<file path="config.mk">
export PLATFORM = sky130hd
export DESIGN_NAME = mvm_queue
export DESIGN_NICKNAME = d
export VERILOG_FILES = /design/src/sv/mvm_pkg.sv /design/src/sv/mvm_queue.sv
export SDC_FILE = /design/constraint.sdc
export NUM_CORES = 1
export LEC_CHECK = 0
export ABC_AREA = 0
export BUFFER_PORTS_ARGS = -buffer_cell sky130_fd_sc_hd__buf_4
export CAP_MARGIN = 5
export CORE_MARGIN = 3
export CORE_UTILIZATION = 40
export CTS_CLUSTER_SIZE = 14
export DETAILED_ROUTE_END_ITERATION = 10
export GPL_ROUTABILITY_DRIVEN = 0
export GPL_TIMING_DRIVEN = 0
export PLACE_DENSITY_LB_ADDON = 0.2
export SLEW_MARGIN = 20
export SYNTH_ARGS = -nofsm -noshare
export SYNTH_HDL_FRONTEND = slang
export SYNTH_SLANG_ARGS = --single-unit
export TNS_END_PERCENT = 20
</file>
<file path="constraint.sdc">
create_clock -name aclk -period 4.9 [get_ports aclk]
set_input_delay 0.245 -clock aclk [delete_from_list [all_inputs] [get_ports aclk]]
set_output_delay 0.245 -clock aclk [all_outputs]
set_load 0.005 [all_outputs]
</file>
<file path="src/sv/mvm_pkg.sv">
`default_nettype none
package mvm_pkg;

    localparam int IDX_W    = 4;                 // row and column index width
    localparam int IDX_LIM  = 1 << IDX_W;        // most rows or columns an index can reach
    localparam int DATA_W   = 32;                // Q16.16 word
    localparam int PROD_W   = 2 * DATA_W;        // Q32.32 product
    localparam int ACC_W    = PROD_W + IDX_W + 1; // exact sum of up to IDX_LIM products
    localparam int TDATA_W  = 40;
    localparam int CFG_W    = 5;
    localparam int QUEUE_DEPTH = 4;
    localparam int QP_W     = 2;

    localparam logic [ACC_W-1:0] RND_BIAS = {{(ACC_W-16){1'b0}}, 16'h8000};

    localparam logic [1:0] ACT_LOAD_MAT = 2'd0;
    localparam logic [1:0] ACT_LOAD_VEC = 2'd1;
    localparam logic [1:0] ACT_COMPUTE  = 2'd2;

    localparam logic [1:0] KIND_MAT = 2'd0;
    localparam logic [1:0] KIND_VEC = 2'd1;
    localparam logic [1:0] KIND_CMP = 2'd2;

    localparam logic CFG_ROWS_USED = 1'b0;
    localparam logic CFG_COLS_USED = 1'b1;

    typedef struct packed {
        logic [1:0]        kind;
        logic [IDX_W-1:0]  row;
        logic [IDX_W-1:0]  col;
        logic [DATA_W-1:0] data;
    } q_entry_t;

    typedef struct packed {
        logic [IDX_W-1:0] rows_last;
        logic [IDX_W-1:0] cols_last;
    } cfg_t;

    typedef struct packed {
        logic             first;
        logic             last_col;
        logic             last_row;
        logic [IDX_W-1:0] row;
    } tag_t;

endpackage
`default_nettype wire

</file>
<file path="src/sv/mvm_queue.sv">
`default_nettype none
module mvm_queue (
    input  wire logic              aclk,
    input  wire logic              aresetn,
    input  wire logic              push,
    input  wire mvm_pkg::q_entry_t push_data,
    output logic                   full,
    input  wire logic              pop,
    output mvm_pkg::q_entry_t      pop_data,
    output logic                   empty
);
    import mvm_pkg::*;

    q_entry_t         slot_reg [QUEUE_DEPTH];
    logic [QP_W-1:0]  wr_ptr_reg;
    logic [QP_W-1:0]  rd_ptr_reg;
    logic [QP_W:0]    count_reg;
    logic             do_push;
    logic             do_pop;

    assign full     = (count_reg == (QP_W+1)'(QUEUE_DEPTH));
    assign empty    = (count_reg == '0);
    assign do_push  = push && !full;
    assign do_pop   = pop && !empty;
    assign pop_data = slot_reg[rd_ptr_reg];

    always_ff @(posedge aclk) begin
        if (!aresetn) begin
            wr_ptr_reg <= '0;
            rd_ptr_reg <= '0;
            count_reg  <= '0;
        end else begin
            if (do_push) wr_ptr_reg <= wr_ptr_reg + 1'b1;
            if (do_pop)  rd_ptr_reg <= rd_ptr_reg + 1'b1;
            if (do_push && !do_pop)      count_reg <= count_reg + 1'b1;
            else if (!do_push && do_pop) count_reg <= count_reg - 1'b1;
        end
    end

    always_ff @(posedge aclk) begin
        if (do_push) slot_reg[wr_ptr_reg] <= push_data;
    end

endmodule
`default_nettype wire

</file>
# Word-level counts from Yosys, hierarchy flattened
# Memory sizes are Yosys's and may differ from the RTL's. A register that Yosys moved wholly into a read port is not among the register bits.
# Cells that the tools add are included.
# word_totals
register_bits	7
mem_bits_rw	168
out_inout_bits	44
wordCells	25
mem_count	1
# classes
add_sub_neg	4
n_eq_ne	1
n_mux	6
reduce_logical	10
# mem_list
name	words	width	read_ports	rd_ports_with_merged_regs	write_ports	line_no	text
slot_reg	4	42	1	1	1	mvm_queue.sv:14	q_entry_t slot_reg [QUEUE_DEPTH];
# op_table
operator	n
3-bit 2-to-1 mux	2
2-bit by 1-bit adder with 2-bit output, second input constant	2
1-bit logical AND	4
1-bit logical NOT	4
2-bit 2-to-1 mux	2
3-bit by 1-bit adder with 3-bit output, second input constant	1
3-bit equality test, second input constant	1
3-bit logical NOT	1
3-bit by 1-bit subtractor with 3-bit output, second input constant	1
1-bit 2-to-1 mux	2
2-bit nonzero test	1

# Longest topological paths before layout
# depth
word_depth	7
depth_mapped	9
depth_no_buf	8

# Worst setup path after synthesis
# OpenSTA, ideal clock, no wires.
# synth_path
kind	reg2reg
start	register count_reg[0]
end	memory slot_reg[0][0] in the netlist's numbering (enable)
setup_time_ns	0.403
arrival_ns	1.832
required_time_ns	4.497
path_slack_ns	2.664
path_stages_with_launch	5
cell_sequence	dfxtp_1 > nor3b_2 > nor2b_1 > buf_6 > and2_1
# synth_via
elab_chain_cells	5
# synth_lines
item	line_no	text
start: declaration	mvm_queue.sv:17	logic [QP_W:0] count_reg;
start signal: assignment	mvm_queue.sv:35	if (do_push && !do_pop) count_reg <= count_reg + 1'b1;
start signal: assignment	mvm_queue.sv:36	else if (!do_push && do_pop) count_reg <= count_reg - 1'b1;
3-bit equality test	mvm_queue.sv:21	assign full = (count_reg == (QP_W+1)'(QUEUE_DEPTH));
via full	mvm_queue.sv:7	output logic full,
1-bit logical NOT	mvm_queue.sv:23	assign do_push = push && !full;
1-bit logical AND	mvm_queue.sv:23	
via do_push	mvm_queue.sv:18	logic do_push;
1-bit 2-to-1 mux	mvm_queue.sv:41	if (do_push) slot_reg[wr_ptr_reg] <= push_data;
1-bit 2-to-1 mux (implied by the code)	mvm_queue.sv:41	
end: declaration	mvm_queue.sv:14	
# The timed path passes the listed nets, and every way through them passes these cells.

# Worst setup path in the final report
# layout_path
start	register count_reg[0]
end	register count_reg[2]
# layout_via
elab_chain_cells	6
word_cells_on_any_way	15
classes_between	add/sub: 2; eq/ne: 1; mux: 2; reduce/logical: 10
# layout_lines
item	line_no
3-bit equality test (*)	mvm_queue.sv:21
1-bit logical NOT (*)	mvm_queue.sv:23
1-bit logical AND (*)	mvm_queue.sv:23
via do_push	mvm_queue.sv:18
1-bit logical NOT	mvm_queue.sv:36
1-bit logical AND	mvm_queue.sv:36
2-bit nonzero test (no line)	--
# The timed path passes the listed nets; every way through them passes the cells marked *. The select of a mux whose other input is x is not followed.
# A chain may end at the register's enable or synchronous reset.

==> flow_summary_export.csv <==
group,metric,value,unit
power_and_ir_drop,p_int,3290,uW
grt,grt_usage,13.5,%
die,die_h,134,um
layout,drive_above_1_share,44.8,%
placed_design,dp_hpwl,6620,um
clock_network,clk_latency,420,ps
power_and_ir_drop,p_sw_share,23.5,%
timing,skew,8.41,ps
synthesis,ys_ff_latch,177,
die,rows,46,
critical_path,crit_fanout,7,
timing,worst_pin_slew,695,ps
layout,fill_cells,1353,
grt,overflow,0,
synthesis,synth_warnings,0,
power_and_ir_drop,p_seq_share,43.9,%
timing,hold_viol,0,
timing,min_period,2180,ps
detailed_routing,drt-wirelength-per-cell,19.0,um
die,start_util,41.3,%
power_and_ir_drop,max-vdd-ir-drop,0.000257,V
timing,timing.hold.ws,26.1,ps
critical_path,start_kind,"flip-flop",
detailed_routing,antenna_left,0,
timing,slew_headroom,53.7,%
grt,grt_pass1_vias,3233,
timing,finalCritPeriodShare,44.5,%
synthesis,netlist_instances,268,
timing,finalMaxSlewViolations,0,
placed_design,dpl.cell_count,572,
min_path,min_path_type,"primary input to flip-flop",
power_and_ir_drop,totalPowerFinal,4300,uW
detailed_routing,drc_errors,0,
grt,antenna_found_initial,0,
clock_network,post_cts_buffers,0,
synthesis,synthesis.area,0.00660,mm2
layout,area_growth,23.6,%
timing,tns,0,ps
power_and_ir_drop,power_density,527,mW/mm2
power_and_ir_drop,combinationalPowerShare,24.0,%
synthesis,synth.top_cell.area_share,76.4,%
layout,multiInputGateArea,0.00125,mm2
clock_network,cts-resized-gates,0,
synthesis,synth_top_cell_by_area,"edfxtp_1",
clock_network,clockBufferDepth,2,
clock_network,postCtsHoldBufs,0,
layout,largest_register_ffs,168,
run_status,status,"completed",
critical_path,end_kind,"flip-flop",
detailed_routing,viasPerCell,4.90,
grt,grt_max_degree,43,
timing,rsz0062_at_grt,"no",
detailed_routing,drt_iter0_markers,192,
grt,grt_pass1_wl,17900,um
timing,setup_viol,0,
clock_network,clock_sinks,177,
clock_network,clock-root-buffer,"clkbuf_16",
power_and_ir_drop,p_leak,0.00277,uW
timing,fmax,459,MHz
detailed_routing,wl,11500,um
clock_network,cts_inserted_buffers,17,
clock_network,ctsHtreeMaxLevel,4,
die,coreArea,0.0160,mm2
detailed_routing,first_pass_iters,4,
critical_path,critPathKind,"flip-flop to flip-flop",
power_and_ir_drop,power.switching,1010,uW
placed_design,numPortBuffers,88,
synthesis,synthTopCellsByArea,"edfxtp_1, mux4_2, dfxtp_1",
die,die_w,134,um
synthesis,synth_cell_types,24,
die,io_pins,90,
power_and_ir_drop,clkPwrFrac,32.1,%
critical_path,crit_required,5250,ps
layout,diodes,0,
layout,fin_cells,604,
layout,nets,427,
clock_network,clk_pin_slew,70,ps
critical_path,cp_data_arrival_time,2530,ps
synthesis,yosysSeqAreaShare,79.1,%
synthesis,syn_nets,320,
detailed_routing,via_count,2962,
layout,ff_latch_area,0.00523,mm2
die,die_area,0.0181,mm2
clock_network,cts_tree,"done",
synthesis,syn-mean-instance-area,24.6,um2
flow_run,cap_violations,0,
-- routing by layer --
metal,wire length [um],global-route usage (%)
met3,586,4.73
met5,0,0
met1,5030,17.6
met4,154,4.24
met2,5710,21.5
-- metrics by stage --
step | worst slack, ps | cell area, um2 | utilization [%]
final | 2720 | 8160 | 51.0
after global routing | 2610 | 8160 | 51.0
after CTS | 2690 | 8160 | 51.0
after detailed placement | 2700 | 7540 | 47.1
after global placement | 1710 | 7530 | 47.1
after floorplan | 2660 | 6600 | -
-- power by group through the flow --
stage | Sequential [uW] | Clock, uW | Combinational [uW]
2_1_floorplan | 1910 | 0 | 621
3_3_place_gp | 1930 | 0 | 1050
3_5_place_dp | 1920 | 0 | 1070
4_1_cts | 1890 | 1420 | 1070
5_1_grt | 1900 | 1490 | 1120
6_report | 1890 | 1380 | 1030
-- placed cells by master, fill, tap and decap left out, types with 3 or more instances in the layout --
master      count
and2_1          4
and2_4          4
buf_12          4
buf_2           4
buf_4          88
bufinv_16       4
clkbuf_16      17
clkinv_2        3
clkinvlp_4      3
dfxtp_1         9
edfxtp_1      168
ha_1            5
inv_1           3
mux2i_1         3
mux4_2         40
nand2_1         4
xnor2_1         3
-- area by class of cell --
cell class / instances / area share (%)
Clock inverter: 15 / 2.35
Timing Repair Buffer: 88 / 8.10
Sequential cell: 177 / 64.0
Buffer: 12 / 1.59
Multi-Input combinational cell: 76 / 15.3
Tap cell: 216 / 3.31
Clock buffer: 17 / 5.21
Inverter: 3 / 0.138
-- worst paths after layout --
check / startpoint / end / slack, ps / cells after the start
worst min-delay path: push_data[30] / slot_reg[3][30] / 30 / 1
worst min register to register: wr_ptr_reg[0] / wr_ptr_reg[0] / 500 / 2
worst max register to register: count_reg[0] / count_reg[2] / 2720 / 9
worst max-delay path: count_reg[0] / count_reg[2] / 2720 / 9
-- critical path, stage by stage (launching register included) --
cell and delay [ps]:
dfxtp_1 500, nor3b_2 90, nor2b_1 140, buf_6 150, ha_1 180, inv_1 60
fa_1 370, xor2_1 160, or3_1 300, a21boi_0 160
-- synthesized netlist by cell type --
master,count
clkbuf_1,2
nor3_1,1
a21boi_0,1
xnor2_1,3
dfxtp_1,9
ha_1,5
o21ai_0,1
nor3b_2,1
edfxtp_1,168
nand2_1,4
and2_1,8
o31ai_2,1
buf_12,4
inv_1,3
buf_6,2
or3_1,1
mux4_1,2
nor2b_1,2
mux4_2,40
xor2_1,1
o311ai_1,1
fa_1,1
buf_2,4
mux2i_1,3
-- logic make-up (layout without fill, tap and decap cells) --
kind of cell / Yosys count / count (layout) / share of synthesized area, %
buf+inv: 15 / 135 / 2.14
xor+xnor: 4 / 4 / 0.531
mux: 45 / 45 / 14.9
compound gates: 4 / 4 / 0.512
simple gates: 17 / 17 / 1.53
fa+ha+maj: 6 / 6 / 1.25
flops: 177 / 177 / 79.1
Power figures use the tool's default switching activity.
