`config.mk`:
```
export PLATFORM = sky130hd
export DESIGN_NAME = mvm_front
export DESIGN_NICKNAME = d
export VERILOG_FILES = /design/src/sv/mvm_pkg.sv /design/src/sv/mvm_front.sv
export SDC_FILE = /design/constraint.sdc
export NUM_CORES = 1
export LEC_CHECK = 0
export ABC_CLOCK_PERIOD_IN_PS = 1300
export BUFFER_PORTS_ARGS = -buffer_cell sky130_fd_sc_hd__buf_2
export CORE_AREA = 2 2 80 51
export DETAILED_ROUTE_END_ITERATION = 10
export DIE_AREA = 0 0 82 53
export PLACE_DENSITY_LB_ADDON = 0.25
export SLEW_MARGIN = 10
export SYNTH_ARGS = -nofsm -noshare
export SYNTH_HDL_FRONTEND = slang
export SYNTH_SLANG_ARGS = --single-unit
```
`constraint.sdc`:
```
create_clock -name aclk -period 1.3 [get_ports aclk]
set_clock_uncertainty 0.05 [all_clocks]
set_input_delay 0.195 -clock aclk [delete_from_list [all_inputs] [get_ports aclk]]
set_output_delay 0.195 -clock aclk [all_outputs]
set_load 0.1 [all_outputs]
```
`src/sv/mvm_pkg.sv`:
```
`default_nettype none
package mvm_pkg;

    localparam int IDX_W    = 4;                 // row and column index width
    localparam int IDX_LIM  = 1 << IDX_W;        // most rows or columns an index can reach
    localparam int DATA_W   = 32;                // Q16.16 word
    localparam int PROD_W   = 2 * DATA_W;        // Q32.32 product
    localparam int ACC_W    = PROD_W + IDX_W + 1; // exact sum of up to IDX_LIM products
    localparam int TDATA_W  = 40;
    localparam int CFG_W    = 5;
    localparam int QUEUE_DEPTH = 4;
    localparam int QP_W     = 2;

    localparam logic [ACC_W-1:0] RND_BIAS = {{(ACC_W-16){1'b0}}, 16'h8000};

    localparam logic [1:0] ACT_LOAD_MAT = 2'd0;
    localparam logic [1:0] ACT_LOAD_VEC = 2'd1;
    localparam logic [1:0] ACT_COMPUTE  = 2'd2;

    localparam logic [1:0] KIND_MAT = 2'd0;
    localparam logic [1:0] KIND_VEC = 2'd1;
    localparam logic [1:0] KIND_CMP = 2'd2;

    localparam logic CFG_ROWS_USED = 1'b0;
    localparam logic CFG_COLS_USED = 1'b1;

    typedef struct packed {
        logic [1:0]        kind;
        logic [IDX_W-1:0]  row;
        logic [IDX_W-1:0]  col;
        logic [DATA_W-1:0] data;
    } q_entry_t;

    typedef struct packed {
        logic [IDX_W-1:0] rows_last;
        logic [IDX_W-1:0] cols_last;
    } cfg_t;

    typedef struct packed {
        logic             first;
        logic             last_col;
        logic             last_row;
        logic [IDX_W-1:0] row;
    } tag_t;

endpackage
`default_nettype wire

```
`src/sv/mvm_front.sv`:
```
`default_nettype none
module mvm_front #(
    parameter int MAX_ROWS = 16,
    parameter int MAX_COLS = 16
) (
    input  wire logic                          aclk,
    input  wire logic                          aresetn,
    input  wire logic                          s_tvalid,
    output logic                               s_tready,
    input  wire logic [mvm_pkg::TDATA_W-1:0]   s_tdata,
    input  wire logic [1:0]                    s_tuser,
    input  wire logic                          cfg_we,
    input  wire logic                          cfg_index,
    input  wire logic [mvm_pkg::CFG_W-1:0]     cfg_wdata,
    input  wire logic                          q_full,
    output logic                               q_push,
    output mvm_pkg::q_entry_t                  q_data,
    output mvm_pkg::cfg_t                      cfg
);
    import mvm_pkg::*;

    localparam int ROW_LIM = (MAX_ROWS < IDX_LIM) ? MAX_ROWS : IDX_LIM;
    localparam int COL_LIM = (MAX_COLS < IDX_LIM) ? MAX_COLS : IDX_LIM;

    logic [CFG_W-1:0] rows_used_reg;
    logic [CFG_W-1:0] cols_used_reg;
    logic [CFG_W-1:0] rows_eff;
    logic [CFG_W-1:0] cols_eff;
    logic [IDX_W-1:0] row;
    logic [IDX_W-1:0] col;
    logic             keep;

    always_ff @(posedge aclk) begin
        if (!aresetn) begin
            rows_used_reg <= CFG_W'(IDX_LIM);
            cols_used_reg <= CFG_W'(IDX_LIM);
        end else if (cfg_we) begin
            case (cfg_index)
                CFG_ROWS_USED: rows_used_reg <= cfg_wdata;
                CFG_COLS_USED: cols_used_reg <= cfg_wdata;
                default:       rows_used_reg <= rows_used_reg;
            endcase
        end
    end

    // Zero counts as one; clip at what the storage holds.
    always_comb begin
        rows_eff = (rows_used_reg == '0) ? CFG_W'(1) : rows_used_reg;
        if (int'(rows_eff) > ROW_LIM) rows_eff = CFG_W'(ROW_LIM);
        cols_eff = (cols_used_reg == '0) ? CFG_W'(1) : cols_used_reg;
        if (int'(cols_eff) > COL_LIM) cols_eff = CFG_W'(COL_LIM);
    end

    assign cfg.rows_last = IDX_W'(rows_eff - CFG_W'(1));
    assign cfg.cols_last = IDX_W'(cols_eff - CFG_W'(1));

    assign row = s_tdata[IDX_W-1:0];
    assign col = s_tdata[2*IDX_W-1:IDX_W];

    // Classify the transaction; drop unused actions and out-of-range loads.
    always_comb begin
        keep        = 1'b0;
        q_data.kind = KIND_CMP;
        case (s_tuser)
            ACT_LOAD_MAT: begin
                keep        = (int'(row) < ROW_LIM) && (int'(col) < COL_LIM);
                q_data.kind = KIND_MAT;
            end
            ACT_LOAD_VEC: begin
                keep        = (int'(col) < COL_LIM);
                q_data.kind = KIND_VEC;
            end
            ACT_COMPUTE: begin
                keep        = 1'b1;
                q_data.kind = KIND_CMP;
            end
            default: keep = 1'b0;
        endcase
    end

    assign q_data.row  = row;
    assign q_data.col  = col;
    assign q_data.data = s_tdata[2*IDX_W+DATA_W-1:2*IDX_W];

    assign s_tready = !q_full;
    assign q_push   = s_tvalid && s_tready && keep;

endmodule
`default_nettype wire

```
-- Word level (Yosys, flattened, before mapping)
Index checks and enable logic that the tools add are counted.
- add/sub/neg operators: 2
- magnitude comparators: 2
- eq/ne operators: 2
- multiplexer cells: 6
- bitwise logic cells: 1
- reductions and logical operators: 9
- operators by type and width (kind ; number):
    $gt 5x5->1 const B ; 2
    $logic_not 5->1 ; 2
    $mux 5 ; 2
    $mux 4 ; 2
    $sub 4x1->4 const B ; 2
    $pmux 2 s2 ; 1
    $reduce_and 2->1 ; 2
    $reduce_or 3->1 ; 1
    $eq 2x1->1 const B ; 1
    $eq 2x2->1 const B ; 1
    $logic_and 1x1->1 ; 2
    $logic_not 2->1 ; 1
    $logic_not 1->1 ; 1
    $mux 1 ; 1
    $not 1->1 ; 1
- flip-flop bits (word level): 10
- input bits: 53
- output and inout bits: 52
- logic and storage cells: 24

-- Depth between registers and ports, before layout
Gate-level depths: netlist (run 1).
- word-level depth: 5
- gate-level depth with buffers: 4
- mapped depth without buffers: 4

-- Worst setup path before layout (run 1)
Ideal clock, no wire load.
- path type: register to output
- start point: register rows_used_reg[1]
- end point: output port cfg[6] (netlist bit)
- data arrival time: 3.870 ns
- required time: 1.055 ns
- path slack: -2.815 ns
- cell stages (with the launch flop): 5
- path buffers: 0
- cells stage by stage: dfxtp_1 > nor3_1 > o21ai_0 > ha_1 > xnor2_1
- RTL lines (what ; line ; RTL):
    start: declaration ; mvm_front.sv:25 ; logic [CFG_W-1:0] rows_used_reg;
    start signal: assignment ; mvm_front.sv:35 ; rows_used_reg <= CFG_W'(IDX_LIM);
    start signal: assignment ; mvm_front.sv:39 ; CFG_ROWS_USED: rows_used_reg <= cfg_wdata;
    start signal: assignment ; mvm_front.sv:41 ; default: rows_used_reg <= rows_used_reg;
    end: declaration ; mvm_front.sv:18 ; output mvm_pkg::cfg_t cfg

==> summary.txt, run 1 <==
Timing
  • Slew Limit Headroom: 0.678
  • Fmax: 617 MHz
  • Hold WS: 0.190 ns
  • Pins Over Slew Limit: 0
  • Final setup margin: -0.320 ns
  • Final worst-path cycle share: 1.25
  • RSZ-0062 raised after global routing: yes
  • Final min period: 1.62 ns
  • Final setup viols: 8
  • Hold Fails Final Rpt: 0
  • Worst slew pin tran: 0.486 ns

Final layout
  • Post-layout util: 0.339
  • Post-route cell area: 0.00121 mm2
  • Fin nets: 159
  • Area Growth Syn to Fin: 43.9%
  • Commonest cells after routing, fill and taps aside: 16 x nand2_1, 13 x buf_2, 11 x buf_12, 9 x buf_4, 8 x mux2i_1
  • Most common cell after layout, fill and taps aside: nand2_1
  • Final Non-Filler Cells: 150
  • Number of diodes: 0
  • Layout cell share with drive strength beyond 1: 0.660

Clock network
  • Clock buffer depth: 2
  • Clock Sinks: 10
  • CTS clk-pin slew, worst paths: 0.05 ns
  • Skew-Pair Late Insertion Delay: 0.23 ns
  • Root Buffer: clkbuf_8
  • CTS Hold Bufs: 0
  • H-Tree Depth: 1
  • CTS tree: done
  • CTS buffer count: 3

Floorplanning
  • Core box area: 0.00357 mm2
  • Floorplan row count: 17
  • Initial Utilization: 0.235
  • Num ports: 105
  • Die height: 53 um
  • DIE WIDTH: 82 um
  • Die ar.: 0.00435 mm2

Power and ir drop
  • Pint: 0.804 mW
  • Net Sw Frac: 0.352
  • Logic pwr share: 0.414
  • Maximum vdd drop: 0.000332 V
  • Flop pwr share: 0.278
  • Switching power: 0.437 mW
  • Pwr/cell area: 1030 mW/mm2
  • Total power: 1.24 mW
  • Clock power frac: 0.309
  • Leakage: 0.511 nW

Flow run
  • Max_cap viols: 0

Routing
  • DRC violations left: 0
  • Final WL: 1610 um
  • First-pass DRT Iterations: 4
  • Total number of vias: 588
  • 1st-iter DRT viols: 29
  • Post-DRT Antenna Nets: 0
  • Drt wl/cell: 10.7 um
  • Vias per cell: 3.92

Synthesis
  • Synth top area share: 0.366
  • Synthesis Warnings: 0
  • Register bit count reported by yosys: 10
  • Post-Syn Area: 841 um2
  • Sequential cell area fraction in the yosys report: 0.238
  • Synthesized area per cell: 8.08 um2
  • Synth cell types: 20
  • Syn Nets: 159
  • Post-Synthesis Cells: 104
  • Synth area leaders: buf_4 37%, dfxtp_1 24%, mux2i_1 9.5%
  • Biggest area consumer among synthesized cells: buf_4

Placed design
  • Hpwl dp: 1350 um
  • Post-placement cell count: 143
  • Placed Area: 0.00105 mm2
  • RD Place Congestion: 0.692
  • Port bufs: 24

GRT
  • Grt ovf: 0
  • Vias in the first global route: 618
  • Initial antenna violation count: 0
  • Largest net degree at the start of global routing: 15
  • GRT Resource Usage Total: 0.0838
  • First-pass GRT wire length: 2680 um

Worst setup path
  • Worst Path Arrival: 1.37 ns
  • Crit end category: output port
  • Worst setup SP type: flop
  • WS Path Type: reg2out
  • Worst-path fanout max: 2
  • Worst EP required: 1.05 ns

Outcome
  • Failing checks: setup timing
  • Status: finished with violations

Worst hold path
  • HP Class: in2reg
## synthesized netlist by cell type
cell type and n:
and2_2 1, and3_1 1, buf_4 41, buf_6 1, clkbuf_1 1, dfxtp_1 10, ha_1 2, inv_1 5
mux2i_1 8, nand2_1 18, nand2b_1 2, nand3_1 1, nand3b_1 1, nor2b_1 1, nor2b_4 1, nor3_1 2
o211ai_1 2, o21ai_0 2, o31ai_1 2, xnor2_1 2
## path summary, 6_finish.rpt
kind / cells past startpoint / from / slack (ns) / endpoint
max: 5 / cols_used_reg[2] / -0.32 / cfg[1]
max reg2reg: 3 / cols_used_reg[4] / 0.46 / cols_used_reg[4]
min: 3 / cfg_wdata[4] / 0.19 / cols_used_reg[4]
min reg2reg: 2 / cols_used_reg[1] / 0.47 / cols_used_reg[1]
## cells by family after synthesis
group                    Yosys count  share of synthesized area
buffers and inverters             48                      0.406
AND/OR/NAND/NOR                   28                      0.162
flip-flops                        10                      0.238
multiplexers                       8                     0.0952
AO/OA/AOI/OAI                      6                     0.0476
XOR/XNOR                           2                     0.0208
adder cells (fa/ha/maj)            2                     0.0298
## worst max-delay path, cell delays in order (launching register included)
cell        delay, ns
dfxtp_2          0.33
nor3_4           0.20
o21ai_4          0.09
ha_4             0.28
clkinvlp_4       0.08
buf_12           0.17
## area by class of cell
type                       instances  area [um2]
multi-input combinational         46         447
timing repair buffer              38         409
sequential                        10         210
fill                             368        2360
inverter                           5        30.0
tap                               47        58.8
clock buffer                       4        55.1
## metal layers
layer  part of all wire  track usage  vias to the layer above  routed length [um]
li1                   -            -                      293                   -
met1               0.43       0.0992                      259                 685
met2               0.45        0.115                       30                 721
met3               0.11       0.0529                        6                 177
met4              0.016       0.0444                        0                  26
met5                  0            0                        -                   0
## metrics by stage
step	setup TNS, ns	worst slack [ns]
floorplan	-2.30	-0.589
global placement	-0.443	-0.110
detailed placement	-0.472	-0.118
CTS	-1.99	-0.334
global route	-2.40	-0.381
finish	-1.97	-0.320
## power groups by stage
| stage | Combinational (mW) | Clock [mW] | Sequential, mW |
|---|---|---|---|
| after global routing | 0.537 | 0.421 | 0.346 |
| after floorplan | 0.894 | 0 | 0.346 |
| after CTS | 0.511 | 0.398 | 0.344 |
| after global placement | 0.473 | 0 | 0.346 |
| after detailed placement | 0.477 | 0 | 0.347 |
| final | 0.513 | 0.383 | 0.345 |
## what timing repair did
action,in CTS,in global routing
setup buffers,4,2
endpoints found under the hold margin,0,0
pin swaps,9,2
endpoints found under the setup margin,8,8
gates resized for setup,17,4
(Power assumes the default switching activity.)
==> inputs of run 2 (changes only) <==
Settings changed: PLACE_DENSITY_LB_ADDON 0.25 to 0.15, REMOVE_ABC_BUFFERS from default to 1.
==> summary.txt, run 2 (synthesized netlist as in run 1, its figures left out) <==
Outcome
  • Status: finished with violations
  • Failing checks: setup timing

Final layout
  • Area Growth Syn to Fin: 33.9%
  • Layout cell share with drive strength beyond 1: 0.606
  • Final Non-Filler Cells: 146
  • Post-route cell area: 0.00113 mm2
  • Post-layout util: 0.315
  • Commonest cells after routing, fill and taps aside: 16 x nand2_1, 13 x buf_2, 11 x buf_12, 8 x mux2i_1, 8 x buf_4
  • Number of diodes: 0
  • Fin nets: 156
  • Most common cell after layout, fill and taps aside: nand2_1

Worst setup path
  • Worst Path Arrival: 1.38 ns
  • WS Path Type: reg2out
  • Worst setup SP type: flop
  • Worst-path fanout max: 2
  • Crit end category: output port
  • Critical-path cell list: nor3_2, o21ai_2, ha_4, xnor2_4, buf_12
  • Worst EP required: 1.05 ns
  • Crit-path max cell delay: 0.31 ns
  • Buffers & Inverters on Critical Path: 1
  • Cell family with most CP delay: flip-flops
  • Slowest CP cell: dfxtp_2

Timing
  • Pins Over Slew Limit: 0
  • Setup_tns: -1.44 ns
  • Final worst-path cycle share: 1.25
  • Slew Limit Headroom: 0.680
  • Worst slew pin tran: 0.483 ns
  • Final setup margin: -0.322 ns
  • Final min period: 1.62 ns
  • Final setup viols: 8
  • Fmax: 616 MHz
  • RSZ-0062 raised after global routing: yes
  • Hold Fails Final Rpt: 0

GRT
  • Top Usage Layer GRT: met1
  • First-pass GRT wire length: 4370 um
  • GRT Resource Usage Total: 0.158
  • Met2 GRT Util: 0.137
  • Initial antenna violation count: 0
  • GR Util met1: 0.201
  • Grt ovf: 0
  • Largest net degree at the start of global routing: 15
  • Met3 Use GR: 0.200
  • Vias in the first global route: 614

Placed design
  • RD Place Congestion: 0.689
  • Placed Area: 930 um2
  • Pre-CTS setup slack: -0.255 ns
  • Post-placement cell count: 143
  • Port bufs: 24
  • Hpwl dp: 2690 um

Worst hold path
  • HP Class: in2reg

Clock network
  • H-Tree Depth: 1
  • Root Buffer: clkbuf_8
  • CTS tree: done
  • CTS clk-pin slew, worst paths: 0.05 ns
  • CTS Hold Bufs: 0
  • Clock buffer depth: 2
  • CTS buffer count: 3
  • Clock Sinks: 10
  • Skew-Pair Late Insertion Delay: 0.23 ns

Floorplanning
  • Floorplan row count: 17
  • Die height: 53 um
  • DIE WIDTH: 82 um
  • Core box area: 0.00357 mm2
  • Initial Utilization: 0.235
  • Die ar.: 0.00435 mm2
  • Num ports: 105

Routing
  • First-pass DRT Iterations: 4
  • Final WL: 3370 um
  • Total number of vias: 641
  • DRC violations left: 0
  • Drt wl/cell: 23.1 um
  • Post-DRT Antenna Nets: 0
  • Vias per cell: 4.39
  • 1st-iter DRT viols: 13

Power and ir drop
  • Maximum vdd drop: 0.000302 V
  • Pwr/cell area: 1020 mW/mm2
  • Leakage: 0.492 nW

Flow run
  • Max_cap viols: 0
-- run 2: changes by cell type in the layout (fill, tap and decap cells not counted), moves of 2 or more --
| cell | change |
|---|---|
| inv_1 | +2 |
| o21ai_4 | -2 |
| clkinvlp_4 | -3 |
| buf_6 | -2 |
| o21ai_2 | +2 |
-- run 2: path summary, 6_finish.rpt --
check                                       from               end  slack (ns)  cells past startpoint
worst min-delay path                cfg_wdata[0]  cols_used_reg[0]        0.18                      3
worst min register to register  rows_used_reg[0]  rows_used_reg[0]        0.50                      2
worst max-delay path            cols_used_reg[1]            cfg[2]       -0.32                      5
worst max register to register  rows_used_reg[4]  rows_used_reg[4]        0.43                      3
-- run 2: timing repair --
action | 4_1_cts | 5_1_grt
gates resized for setup | 28 | 11
setup endpoints to repair | 8 | 8
setup buffers | 5 | 3
pin swaps | 9 | 6
gates cloned | 0 | 0
-- run 2: stage by stage --
step / hold slack (ns) / total power [mW]
after floorplan: 0.234 / 0.580
after global placement: 0.341 / 0.772
after detailed placement: 0.341 / 0.769
after CTS: 0.177 / 1.14
after global routing: 0.207 / 1.20
final: 0.180 / 1.15
-- run 2: where the power goes --
part / total (mW) / internal (mW) / switching, mW
registers: 0.341 / 0.325 / 0.0153
clock network: 0.319 / 0.202 / 0.116
logic: 0.486 / 0.192 / 0.294
total: 1.15 / 0.720 / 0.425
-- run 2: cell type report --
| cell class | instances | area [um2] |
|---|---|---|
| Clock buffer | 3 | 41.3 |
| Fill cell | 383 | 2450 |
| Inverter | 5 | 18.8 |
| Multi-Input combinational cell | 46 | 418 |
| Sequential cell | 10 | 210 |
| Tap cell | 47 | 58.8 |
| Timing Repair Buffer | 35 | 379 |
-- run 2: worst min-delay path: stages --
cell and delay (ns):
buf_2 0.09, nand2_1 0.07, mux2i_1 0.06
-- run 2: routing by layer --
metal | part of all wire | routed length, um | vias to the layer above
met2 | 0.31 | 1030 | 68
li1 | - | - | 281
met1 | 0.46 | 1540 | 286
met5 | 0.013 | 45 | -
met4 | 0.0083 | 28 | 2
met3 | 0.22 | 725 | 4
==> inputs of run 3 (changes only) <==
Settings changed: GPL_TIMING_DRIVEN from default to 0.
==> summary.txt, run 3 (synthesized netlist as in run 1, its figures left out) <==
Worst setup path
  • Worst Reg-to-Reg Cells: 3
  • Crit-path max cell delay: 0.32 ns
  • Worst Path Arrival: 1.39 ns
  • Critical path endpoint: cfg[2]
  • R2r startpoint: rows_used_reg[2]
  • Worst R2R End: rows_used_reg[2]
  • Worst-path fanout max: 2
  • Stages on worst setup path: 5
  • FF-to-FF setup slack: 0.54 ns
  • Worst setup SP type: flop
  • Cell family with most CP delay: flip-flops
  • Worst EP required: 1.05 ns
  • Crit end category: output port
  • Critical path launch point: cols_used_reg[3]
  • WS Path Type: reg2out
  • Slowest CP cell: dfxtp_2
  • Buffers & Inverters on Critical Path: 1
  • Critical-path cell list: nor3_2, o21ai_2, ha_4, xnor2_2, buf_6

Timing
  • Hold Fails Final Rpt: 0
  • Worst slew pin tran: 0.484 ns
  • Pins Over Slew Limit: 0
  • Final min period: 1.64 ns
  • Final setup margin: -0.336 ns
  • Fmax: 611 MHz
  • Slew Limit Headroom: 0.680
  • Final worst-path cycle share: 1.26
  • Final setup viols: 8
  • Hold WS: 0.184 ns
  • RSZ-0062 raised after global routing: yes

Floorplanning
  • Die ar.: 0.00435 mm2
  • Die height: 53 um
  • Core box area: 0.00357 mm2
  • Initial Utilization: 0.235
  • Floorplan row count: 17
  • DIE WIDTH: 82 um
  • Num ports: 105

GRT
  • First-pass GRT wire length: 4210 um
  • GRT Resource Usage Total: 0.151
  • Initial antenna violation count: 0
  • Vias in the first global route: 601
  • Grt ovf: 0
  • Largest net degree at the start of global routing: 15

Power and ir drop
  • Total power: 1.06 mW
  • Pwr/cell area: 1120 mW/mm2
  • Leakage: 0.430 nW
  • Maximum vdd drop: 0.000429 V

Worst hold path
  • HP Class: in2reg

Placed design
  • RD Place Congestion: 0.609
  • Port bufs: 24
  • Pre-CTS setup slack: -0.386 ns
  • Hpwl dp: 2490 um
  • Placed Area: 697 um2

Clock network
  • CTS clk-pin slew, worst paths: 0.04 ns
  • Skew-Pair Late Insertion Delay: 0.23 ns
  • Clock buffer depth: 2
  • Clock Sinks: 10
  • CTS Hold Bufs: 0
  • Root Buffer: clkbuf_8
  • CTS buffer count: 3
  • CTS tree: done
  • H-Tree Depth: 1

Routing
  • First-pass DRT Iterations: 4
  • 1st-iter DRT viols: 18
  • Vias per cell: 4.52
  • Drt wl/cell: 22.9 um
  • Final WL: 3260 um
  • DRC violations left: 0
  • Post-DRT Antenna Nets: 0
  • Total number of vias: 642

Outcome
  • Failing checks: setup timing
  • Status: finished with violations

Final layout
  • Commonest cells after routing, fill and taps aside: 17 x nand2_1, 17 x buf_2, 8 x mux2i_1, 6 x dfxtp_2
  • Post-route cell area: 945 um2
  • Area Growth Syn to Fin: 12.4%
  • Storage cell area: 208 um2
  • Fin nets: 152
  • Post-layout util: 0.264
  • Area of the multi-input gates: 359 um2
  • Number of diodes: 0
  • Fillcell total: 407
  • Layout cell share with drive strength beyond 1: 0.558

Flow run
  • Max_cap viols: 0
==> run 3: layout make-up <==
class	count	share of cell area
Timing Repair Buffer	31	0.274
Sequential cell	10	0.220
Tap cell	47	0.0623
Multi-Input combinational cell	46	0.380
Clock buffer	3	0.0437
Inverter	5	0.0199
==> run 3: timing repair <==
item / in CTS / in global routing
endpoints found under the setup margin: 8 / 8
pin swaps: 10 / 4
gates resized for setup: 38 / 7
setup buffers: 6 / 1
==> run 3: through the flow <==
step,std cells,TNS [ns]
floorplan,61,-15.16
global placement,132,-1.50
detailed placement,132,-1.61
CTS,141,-1.83
global route,142,-2.11
finish,142,-1.72
==> run 3: how the worst min path moves through the flow <==
stage                       startpoint                to  slack (ns)  depth (start not counted)
after floorplan                aresetn  cols_used_reg[4]        0.23                          1
after global placement      s_tdata[3]        q_data[39]        0.34                          0
after detailed placement    s_tdata[3]        q_data[39]        0.34                          0
after CTS                 cfg_wdata[1]  cols_used_reg[1]        0.18                          3
after global routing      cfg_wdata[1]  rows_used_reg[1]        0.20                          3
final                     cfg_wdata[1]  cols_used_reg[1]        0.18                          3
==> run 3: where the power goes <==
part           switching (mW)  total, mW  internal [mW]
clock                   0.110      0.311          0.202
sequential             0.0132      0.340          0.327
combinational           0.274      0.405          0.130
==> run 3: layer usage <==
layer,part of all wire,up-vias,global-route usage
met4,0.0098,2,0.0389
li1,-,273,-
met2,0.33,77,0.140
met3,0.24,4,0.201
met5,0.016,-,0.129
met1,0.41,286,0.172
==> run 3: tightest hold or removal path, cell delays in order <==
cell     delay, ns
buf_2         0.10
nand2_1       0.06
mux2i_1       0.06
